**config.mk**
```make
export PLATFORM = sky130hd
export DESIGN_NAME = chunk_reassembly_tracker
export DESIGN_NICKNAME = d
export VERILOG_FILES = /design/src/crt_pkg.sv /design/src/chunk_reassembly_tracker.sv /design/src/crt_ctrl.sv /design/src/crt_datapath.sv
export SDC_FILE = /design/constraint.sdc
export NUM_CORES = 2
export LEC_CHECK = 0
export ABC_AREA = 1
export BUFFER_PORTS_ARGS = -buffer_cell sky130_fd_sc_hd__buf_2
export CAP_MARGIN = 0
export CORE_AREA = 2 2 669 471
export CTS_CLUSTER_DIAMETER = 80
export DETAILED_ROUTE_END_ITERATION = 12
export DIE_AREA = 0 0 671 473
export PLACE_DENSITY = 0.44
export SLEW_MARGIN = 20
export SYNTH_ARGS = -nofsm -noshare
export SYNTH_HDL_FRONTEND = slang
export SYNTH_SLANG_ARGS = --single-unit
```
**constraint.sdc**
```tcl
create_clock -name clk_i -period 10.23 [get_ports clk_i]
set_input_delay 0.5115 -clock clk_i [delete_from_list [all_inputs] [get_ports clk_i]]
set_output_delay 0.5115 -clock clk_i [all_outputs]
set_load 0.005 [all_outputs]
```
**src/crt_pkg.sv**
```systemverilog
package crt_pkg;

  localparam int unsigned MaskW  = 32;
  localparam int unsigned TotalW = 8;

  typedef enum logic [2:0] {
    STAT_ACCEPTED   = 3'd0,
    STAT_BAD_HEADER = 3'd1,
    STAT_NO_SLOT    = 3'd2,
    STAT_RELEASED   = 3'd3,
    STAT_BAD_SLOT   = 3'd4
  } crt_status_e;

  typedef enum logic {
    OP_RECEIVE = 1'b0,
    OP_RELEASE = 1'b1
  } crt_op_e;

  typedef enum logic [1:0] {
    ST_IDLE,
    ST_COMPARE,
    ST_SELECT,
    ST_UPDATE
  } crt_state_e;

  typedef struct packed {
    crt_op_e             op;
    logic [31:0]         flow_id;
    logic [31:0]         frame_num;
    logic [TotalW-1:0]   chunk_total;
    logic [TotalW-1:0]   chunk_index;
    logic [4:0]          slot_select;
  } crt_req_t;

  typedef struct packed {
    crt_status_e         status;
    logic [3:0]          slot_index;
    logic                frame_complete;
    logic [MaskW-1:0]    chunk_bits;
    logic [5:0]          expected_chunks;
    logic [4:0]          slots_in_use;
  } crt_rsp_t;

  // Step commands from the controller to the datapath
  typedef struct packed {
    logic load;
    logic compare;
    logic select;
    logic update;
  } crt_cmd_t;

endpackage

```
**src/chunk_reassembly_tracker.sv**
```systemverilog
// Channel   Handshake               Payload
// request   start & !busy           req_i  (crt_req_t)
// result    rsp_valid_o, one cycle  rsp_o  (crt_rsp_t)
//
// Each request runs capture, parallel tag compare over all slots, lowest-slot
// select and table update in turn; the result strobes the cycle after the update.
// busy is high through the compare, select and update states; the next request
// may start in the cycle the result is shown. The receiver cannot stall results.
// Reset clears all slot valid bits and the occupancy count at once.
module chunk_reassembly_tracker
  import crt_pkg::*;
#(
  parameter int unsigned NUM_SLOTS  = 16,
  parameter int unsigned MAX_CHUNKS = 32
) (
  input  logic     clk_i,
  input  logic     rst_ni,
  input  logic     start,
  output logic     busy,
  input  crt_req_t req_i,
  output logic     rsp_valid_o,
  output crt_rsp_t rsp_o
);

  crt_cmd_t cmd;

  crt_ctrl u_ctrl (
    .clk_i  (clk_i),
    .rst_ni (rst_ni),
    .start  (start),
    .busy   (busy),
    .cmd_o  (cmd)
  );

  crt_datapath #(
    .NUM_SLOTS  (NUM_SLOTS),
    .MAX_CHUNKS (MAX_CHUNKS)
  ) u_datapath (
    .clk_i       (clk_i),
    .rst_ni      (rst_ni),
    .cmd_i       (cmd),
    .req_i       (req_i),
    .rsp_valid_o (rsp_valid_o),
    .rsp_o       (rsp_o)
  );

endmodule

```
**src/crt_ctrl.sv**
```systemverilog
module crt_ctrl
  import crt_pkg::*;
(
  input  logic     clk_i,
  input  logic     rst_ni,
  input  logic     start,
  output logic     busy,
  output crt_cmd_t cmd_o
);

  crt_state_e state_q, state_d;

  always_ff @(posedge clk_i or negedge rst_ni) begin
    if (!rst_ni) begin
      state_q <= ST_IDLE;
    end else begin
      state_q <= state_d;
    end
  end

  always_comb begin
    state_d = state_q;
    case (state_q)
      ST_IDLE: begin
        if (start) begin
          state_d = ST_COMPARE;
        end
      end
      ST_COMPARE: state_d = ST_SELECT;
      ST_SELECT:  state_d = ST_UPDATE;
      ST_UPDATE:  state_d = ST_IDLE;
      default:    state_d = ST_IDLE;
    endcase
  end

  always_comb begin
    cmd_o = '0;
    busy  = 1'b1;
    case (state_q)
      ST_IDLE: begin
        busy       = 1'b0;
        cmd_o.load = start;
      end
      ST_COMPARE: cmd_o.compare = 1'b1;
      ST_SELECT:  cmd_o.select  = 1'b1;
      ST_UPDATE:  cmd_o.update  = 1'b1;
      default:    busy = 1'b0;
    endcase
  end

endmodule

```
**src/crt_datapath.sv**
```systemverilog
module crt_datapath
  import crt_pkg::*;
#(
  parameter int unsigned NUM_SLOTS  = 16,
  parameter int unsigned MAX_CHUNKS = 32
) (
  input  logic     clk_i,
  input  logic     rst_ni,
  input  crt_cmd_t cmd_i,
  input  crt_req_t req_i,
  output logic     rsp_valid_o,
  output crt_rsp_t rsp_o
);

  localparam int unsigned IW = (NUM_SLOTS > 1) ? $clog2(NUM_SLOTS) : 1;
  localparam int unsigned CW = $clog2(NUM_SLOTS + 1);

  // Slot table
  logic [NUM_SLOTS-1:0] valid_q, valid_d;
  logic [31:0]          stream_q [NUM_SLOTS];
  logic [31:0]          frame_q  [NUM_SLOTS];
  logic [5:0]           count_q  [NUM_SLOTS];
  logic [MaskW-1:0]     mask_q   [NUM_SLOTS];
  logic [CW-1:0]        used_q, used_d;

  // Per-request working registers
  crt_req_t             req_q;
  logic [NUM_SLOTS-1:0] match_q, free_q;
  logic [IW-1:0]        hit_q;
  logic                 found_q, opened_q;

  logic                 rsp_valid_q;
  crt_rsp_t             rsp_q, rsp_d;

  logic                 wr_open, wr_mask;
  logic [MaskW-1:0]     new_mask;

  function automatic logic [IW-1:0] lowest(input logic [NUM_SLOTS-1:0] v);
    logic [IW-1:0] idx;
    idx = '0;
    for (int i = NUM_SLOTS - 1; i >= 0; i--) begin
      if (v[i]) idx = IW'(i);
    end
    return idx;
  endfunction

  always_ff @(posedge clk_i) begin
    if (cmd_i.load) begin
      req_q <= req_i;
    end
    if (cmd_i.compare) begin
      for (int i = 0; i < NUM_SLOTS; i++) begin
        match_q[i] <= valid_q[i] && (stream_q[i] == req_q.flow_id)
                      && (frame_q[i] == req_q.frame_num);
      end
      free_q <= ~valid_q;
    end
    if (cmd_i.select) begin
      // Prefer a matching slot, else open the lowest free one
      found_q  <= (|match_q) || (|free_q);
      opened_q <= ~(|match_q);
      hit_q    <= (|match_q) ? lowest(match_q) : lowest(free_q);
    end
    if (wr_open) begin
      stream_q[hit_q] <= req_q.flow_id;
      frame_q[hit_q]  <= req_q.frame_num;
      count_q[hit_q]  <= req_q.chunk_total[5:0];
    end
    if (wr_mask) begin
      mask_q[hit_q] <= new_mask;
    end
    if (cmd_i.update) begin
      rsp_q <= rsp_d;
    end
  end

  always_ff @(posedge clk_i or negedge rst_ni) begin
    if (!rst_ni) begin
      valid_q     <= '0;
      used_q      <= '0;
      rsp_valid_q <= 1'b0;
    end else begin
      valid_q     <= valid_d;
      used_q      <= used_d;
      rsp_valid_q <= cmd_i.update;
    end
  end

  always_comb begin
    logic             bad_hdr, bad_sel;
    logic [MaskW-1:0] base, full, chunk_bit;
    logic [IW-1:0]    sel;

    bad_hdr = (req_q.chunk_total == '0)
              || (req_q.chunk_total > TotalW'(MAX_CHUNKS))
              || (req_q.chunk_index >= req_q.chunk_total);
    bad_sel = (6'(req_q.slot_select) >= 6'(NUM_SLOTS));
    sel     = req_q.slot_select[IW-1:0];

    base      = opened_q ? '0 : mask_q[hit_q];
    chunk_bit = MaskW'(1) << req_q.chunk_index[4:0];
    new_mask  = base | chunk_bit;
    full      = (req_q.chunk_total >= TotalW'(MaskW)) ? '1
              : ~({MaskW{1'b1}} << req_q.chunk_total);

    valid_d = valid_q;
    used_d  = used_q;
    wr_open = 1'b0;
    wr_mask = 1'b0;

    rsp_d        = '0;
    rsp_d.status = STAT_ACCEPTED;

    if (cmd_i.update) begin
      if (req_q.op == OP_RELEASE) begin
        if (bad_sel) begin
          rsp_d.status = STAT_BAD_SLOT;
        end else begin
          rsp_d.status     = STAT_RELEASED;
          rsp_d.slot_index = req_q.slot_select[3:0];
          valid_d[sel]     = 1'b0;
          if (valid_q[sel]) begin
            used_d = used_q - CW'(1);
          end
        end
      end else if (bad_hdr) begin
        rsp_d.status = STAT_BAD_HEADER;
      end else if (!found_q) begin
        rsp_d.status = STAT_NO_SLOT;
      end else begin
        wr_mask = 1'b1;
        if (opened_q) begin
          wr_open        = 1'b1;
          valid_d[hit_q] = 1'b1;
          used_d         = used_q + CW'(1);
        end
        rsp_d.slot_index      = 4'(hit_q);
        rsp_d.frame_complete  = (new_mask == full);
        rsp_d.chunk_bits      = new_mask;
        rsp_d.expected_chunks = opened_q ? req_q.chunk_total[5:0] : count_q[hit_q];
      end
    end
    rsp_d.slots_in_use = 5'(used_d);
  end

  assign rsp_valid_o = rsp_valid_q;
  assign rsp_o       = rsp_q;

endmodule

```
### Yosys cells after proc, flatten, opt, wreduce, memory -nomap -nowiden

Memories as Yosys holds them, arrays and structs flattened. A register that Yosys moved wholly into a read port is not among the register bits.
Cells that the tools add are included.
W data, S select, Z words.

| word-level totals | value |
|---|---|
| memories kept | 4 |
| word-level logic and storage cells | 212 |
| input port bits | 89 |
| register bits | 199 |
| bits in writable memories | 1,632 |
| output and inout bits | 53 |

Memory list:

| memory | words | width | rd ports | clocked after memory_dff | wr ports | line | text |
|---|---|---|---|---|---|---|---|
| u_datapath.frame_q | 16 | 32 | 16 | 0 | 1 | crt_datapath.sv:21 | `logic [31:0] frame_q [NUM_SLOTS];` |
| u_datapath.mask_q | 16 | 32 | 1 | 1 | 1 | crt_datapath.sv:23 | `logic [MaskW-1:0] mask_q [NUM_SLOTS];` |
| u_datapath.stream_q | 16 | 32 | 16 | 0 | 1 | crt_datapath.sv:20 | `logic [31:0] stream_q [NUM_SLOTS];` |
| u_datapath.count_q | 16 | 6 | 1 | 1 | 1 | crt_datapath.sv:22 | `logic [5:0] count_q [NUM_SLOTS];` |

| operators by class | value |
|---|---|
| order comparisons | 8 |
| mux-type cells | 83 |
| reductions and logical operators | 45 |
| shift-type cells | 2 |
| add/subtract/negate cells | 2 |
| bitwise logic cells | 8 |
| equal/unequal tests | 39 |

Operators with widths:

| kind | number |
|---|---|
| $eq A32 B32 Y1 | 33 |
| $mux W4 | 36 |
| $mux W43 | 2 |
| $mux W16 | 5 |
| $mux W32 | 2 |
| $mux W5 | 7 |
| $logic_and A1 B1 Y1 | 34 |
| $not A16 Y16 | 2 |
| $not A32 Y32 | 1 |
| $or A32 B32 Y32 | 1 |
| $reduce_or A16 Y1 | 2 |
| $shl A1 B5 Y32 const A | 1 |
| $shl A32 B8 Y32 const A | 1 |
| $mux W1 | 21 |
| $and A16 B16 Y16 | 1 |
| $or A16 B16 Y16 | 1 |
| $lt A4 B5 Y1 const B | 2 |
| $demux W1 S4 | 2 |
| $ge A4 B1 Y1 const B | 2 |
| $ge A8 B6 Y1 const B | 1 |
| $ge A8 B8 Y1 | 1 |
| $gt A8 B6 Y1 const B | 1 |
| $logic_not A8 Y1 | 1 |
| $pmux W2 S4 | 1 |
| other kinds (18) | 26 |

### Logic depth before layout (Yosys ltp)

| depth | value |
|---|---|
| word-level depth | 18 |
| gate-level depth with buffers | 20 |
| gate-level depth less buffers | 17 |

### Cells and area by module

From an unflattened synthesis, not the netlist that was laid out.

| second synthesis, totals | value |
|---|---|
| cell total of the unflattened synthesis | 6,201 |
| area, all modules | 77,189.0 um^2 |

Modules (own cells, without submodules):

| module | area an instance (um^2) | cells an instance | seq. area each (um^2) | instances |
|---|---|---|---|---|
| crt_datapath | 77,013.9 | 6,178 | 54,892.6 | 1 |
| crt_ctrl | 175.2 | 23 | 50.0 | 1 |

### Worst setup path before layout

No wires, ideal clock.

| path | value |
|---|---|
| path kind | register to register |
| start point | reg u_ctrl.state_q[0] |
| end point | mem u_datapath.count_q[15][0] (enable) |
| path buffers | 1 |
| path slack | 0.801 ns |
| required time | 9.560 ns |
| clock period less this slack | 9.429 ns |
| setup time | 0.670 ns |
| data arrival time | 8.759 ns |
| stages on the path, launching flop included | 5 |
| cells stage by stage | dfrtp_1 > ha_1 > clkbuf_1 > nand2_1 > nor4_1 |

RTL lines:

| item | line | text |
|---|---|---|
| from (decl) | crt_ctrl.sv:11 | `crt_state_e state_q, state_d;` |
| from (signal assigned) | crt_ctrl.sv:17 | `state_q <= state_d;` |
| to (decl) | crt_datapath.sv:22 |  |

### Worst setup path after layout

| path | value |
|---|---|
| start point | reg u_datapath.req_q[15] in the netlist's numbering |
| end point | mem u_datapath.frame_q[11][16] (enable) |

| on the way | value |
|---|---|
| cells in the longest elaborated chain, start to end | 8 |
| elaborated cells on any way between the ends | 10 |
| those cells by class | 2 x order compare; 5 x mux; 3 x reduce/logical |

Ends and longest elaborated chain:

| item | line | text |
|---|---|---|
| from (decl) | crt_datapath.sv:27 | `crt_req_t req_q;` |
| from (signal assigned) | crt_datapath.sv:49 | `req_q <= req_i;` |
| $gt A8 B6 Y1 or $logic_not A8 Y1 (tied branches) | crt_datapath.sv:95, crt_datapath.sv:94 |  |
| $logic_or A1 B1 Y1 | crt_datapath.sv:95 | `\|\| (req_q.chunk_total > TotalW'(MAX_CHUNKS))` |
| $logic_or A1 B1 Y1 * | crt_datapath.sv:96 | `\|\| (req_q.chunk_index >= req_q.chunk_total);` |
| $mux W1 * | crt_datapath.sv:126 | `end else if (bad_hdr) begin` |
| $mux W1 * | crt_datapath.sv:115 | `if (req_q.op == OP_RELEASE) begin` |
| $mux W1 * | crt_datapath.sv:114 | `if (cmd_i.update) begin` |
| $mux W1 * | crt_datapath.sv:64 | `if (wr_open) begin` |
| $mux W1 (implied by the code) * | crt_datapath.sv:66 | `frame_q[hit_q] <= req_q.frame_num;` |
| to (decl) | crt_datapath.sv:21 |  |

Mark *: on every way between the ends. The rest lies on a longest branch, timed or not.

==> results.txt <==
Run status - complete, no violations
Non-Filler Cell Area, Final - 90900 µm²
Overall routing resource usage - 0.193
Vias per inst - 5.07
Worst Path Required - 10.72 ns
Final setup fails - 0
Startpoint class of the critical path - register
Worst setup EP type - register
Layout cells sized above 1 - 0.123
Internal power - 14.5 mW
Final Critical Period - 4.82 ns
Worst VDD drop - 0.216 mV
Crit-path max FO - 64
Total global routing overflow - 0
Adder-cell share of the synthesized area - 0.00243
Clock power frac - 0.323
Cell Pwr Density - 244 nW/µm²
Hold Path Origin - start
Drt first pass iters - 6
Number of enable flip-flop cells after synthesis - 1807
Final slew viol count - 0
RSZ-0062 raised after global routing - false
Clk sink count - 1835
Placer Congestion - 0.925
Post-synthesis sequential area ratio - 0.710
Synthesized area - 77400 µm²
Vias in the first global route - 50.7k
Total wire length - 317000 µm
Post-CTS setup buffer count - 0
Mux contribution to synthesized area - 0
CP peak stage delay - 0.98 ns
Post-DP Area - 83700 µm²
Setup Total Neg Slack - 0 ns
Number of remaining DRC errors - 0
Worst slew margin - 0.175
Final hold slack - 0.0845 ns
Die height - 473 µm
Async S/R FF share, synth - 0.0131
Slowest CP cell - edfxtp_1
CTS H-tree depth - 4
Arrival @ worst endpoint - 5.31 ns
Syn_nets - 6278
Critical-path cell list - inv_2, ha_1, nand2_1, o21ai_0, nand2_1, nand3_1, nor2_4, nand3_2, inv_1, nand2_2, buf_4, nor3_2, buf_4
Clk_lat worst skew - 0.90 ns
Area fraction of the dominant cell type after synthesis - 0.701
Post-layout nets - 6631
Core area - 312000 µm²
CTS Buf Count - 205
Clk pin slew, worst setup/hold paths - 0.07 ns
Dominant synthesized flop cell - edfxtp_1
F_max - 208 MHz
Compound-gate portion of the synthesized area - 0.0876
R2R Path Start - u_datapath.req_q[15]$_DFFE_PP_
Reg power frac - 0.422
Full die area - 317000 µm²
Top layer in use - met5
Area grow syn2layout - 17.5%
Antenna-violating nets left - 0
Die X - 671 µm
Drt wl/cell - 29.2 µm
Post-Synth Simple-Gate Area - 0.130
Final HPWL DP - 195000 µm
Hold/Removal Path Class - in -> reg
DR iter-0 viols - 9384
Routed vias - 55.1k
Largest cells by area after synthesis - edfxtp_1 70%, nand2_1 5.5%, o21ai_0 3.2%, nor2_1 2.5%, xor2_1 1.7%
Hold Fails Final Rpt - 0
First-pass GRT wire length - 429000 µm
Kind of critical path - reg -> reg
Met2 routed WL - 130000 µm
Yosys top cell by area - edfxtp_1
Input/output buffers - 141
Combinational fraction of design power - 0.255
CTS tree - yes
Root buffer cell - clkbuf_16
Met1 Wirelength - 143000 µm
Worst-Margin Slew - 1.24 ns
Net load switching power - 7.73 mW
Number of cells upsized or downsized after cts - 0
WL met3 - 34600 µm
Period utilization - 0.471
Fraction of synthesized cell area in xor and xnor cells - 0.0309
Ys Warns - 0
Main combinational cell family by area after synthesis - simple AND/OR/NAND/NOR gates
Leakage Power - 30.8 nW
Pin count of the biggest net entering global routing - 195
I/O Pins - 142
# rows - 172
Worst setup path startpoint - u_datapath.req_q[15]$_DFFE_PP_
Layout Utilization - 0.292
Clk_skew - 0.107 ns
Syn Area/Cell - 12.5 µm²
Initial core utilization - 0.248
Max-Cap Viols - 0
Max Root-Sink Buffers - 4
Synth unique cells - 56
Total power draw - 22.2 mW
Initial antenna violation count - 53
Mapped Cells - 6174
FF+latch count, synth - 1835
Sw Ratio - 0.348
==> cell families after synthesis <==
kind of cell | Yosys count
buffers and inverters | 668
XOR/XNOR | 273
flip-flops | 1835
adder cells (fa/ha/maj) | 15
AO/OA/AOI/OAI | 1091
AND/OR/NAND/NOR | 2292
==> power groups by stage <==
stage	logic [mW]	registers, mW	clock network (mW)
final	5.66	9.36	7.17
after global routing	6.04	9.38	7.56
after CTS	5.59	9.36	7.29
after detailed placement	5.55	9.52	0
after global placement	5.52	9.51	0
after floorplan	3.07	9.51	0
==> final timing paths <==
kind	endpoint	slack (ns)	cells after the start
max in group asynchronous	u_datapath.valid_q[5]$_DFFE_PN0P_	9.45	2
min in group asynchronous	u_datapath.valid_q[12]$_DFFE_PN0P_	0.28	2
worst max-delay path	u_datapath.frame_q[11][16]$_DFFE_PP_	5.41	13
worst max register to register	u_datapath.frame_q[11][16]$_DFFE_PP_	5.41	13
worst min register to register	u_datapath.stream_q[1][20]$_DFFE_PP_	0.55	0
worst min-delay path	u_ctrl.state_q[0]$_DFFE_PN0P_	0.08	3
==> routing by layer <==
metal  global-route usage  vias up
met1                0.295    28100
li1                     -    23300
met2                0.275     3297
met3               0.0374      478
met5                    0        -
met4               0.0542        8
==> registers in the layout, summed over array words and instances (netlist names), named ones only <==
| signal | flops |
|---|---|
| u_datapath.frame_q | 512 |
| u_datapath.mask_q | 512 |
| u_datapath.stream_q | 512 |
| u_datapath.count_q | 96 |
| u_datapath.req_q | 86 |
| u_datapath.rsp_o | 51 |
| u_datapath.free_q | 16 |
| u_datapath.match_q | 16 |
| u_datapath.valid_q | 16 |
| u_datapath.used_q | 5 |
| u_datapath.hit_q | 4 |
| u_ctrl.state_q | 2 |
| u_datapath.found_q | 1 |
| u_datapath.opened_q | 1 |
| u_datapath.rsp_valid_o | 1 |
==> layout by cell type (no fill, tap or decap), types with 14 or more instances in the layout <==
cell / count
nand3_2: 28
a221oi_1: 77
clkbuf_16: 207
nand2_1: 1137
a22o_1: 85
dfrtp_1: 24
o22ai_1: 199
nor4_1: 139
nor4b_1: 19
o21ai_0: 489
clkinv_1: 52
xor2_1: 151
a211oi_1: 34
a22oi_1: 15
buf_2: 141
clkinv_2: 32
nand3_1: 231
nor2_4: 17
buf_4: 222
o221ai_1: 20
edfxtp_1: 1807
inv_1: 324
o2111ai_1: 16
a21oi_1: 63
nor3_2: 14
xnor2_1: 122
dlygate4sd3_1: 87
nor2_1: 494
or2_2: 72
inv_2: 16
o211ai_1: 27
o21ai_1: 28
clkbuf_1: 45
nand4_1: 91
==> layout make-up <==
cell class | instances | area (µm²)
inverters | 355 | 1350
repair buffers | 459 | 3430
clock buffers | 255 | 5390
well taps | 4176 | 5230
multi-input cells | 3671 | 19700
diodes | 11 | 27.5
clock inverters | 106 | 873
flip-flops and latches | 1835 | 55000
fillers | 31600 | 221000
==> critical path: cells and delay by family, from the launching register on <==
family          cells  cell delay (ns)
fa+ha+maj           1             0.33
compound gates      1             0.09
flops               1             0.98
simple gates        7             1.48
buf+inv             4             1.43
==> cell usage after synthesis, types with 15 or more instances <==
master / instances
edfxtp_1: 1807
nand2_1: 1138
nor2_1: 509
o21ai_0: 489
inv_1: 336
nand3_1: 231
o22ai_1: 199
xor2_1: 151
nor4_1: 142
clkbuf_1: 132
xnor2_1: 122
buf_2: 94
nand4_1: 91
a22o_1: 85
a221oi_1: 77
or2_2: 72
a21oi_1: 63
buf_6: 36
a211oi_1: 34
nor3_1: 29
nand3_2: 28
o21ai_1: 28
o211ai_1: 27
buf_1: 24
buf_4: 24
dfrtp_1: 24
o221ai_1: 20
nor4b_1: 19
o2111ai_1: 16
a22oi_1: 15
ha_1: 15
==> per-stage QoR <==
| stage | std cells | setup WS, ns |
|---|---|---|
| floorplan | 6174 | 0.801 |
| global placement | 10400 | 5.11 |
| detailed placement | 10400 | 5.39 |
| CTS | 10900 | 5.35 |
| global route | 10900 | 5.14 |
| finish | 10900 | 5.41 |
==> what timing repair did <==
item,4_1_cts,5_1_grt
endpoints found under the setup margin,0,0
hold buffers,87,0
hold endpoints to repair,110,0
No activity file was read; power rests on OpenSTA's default activity.
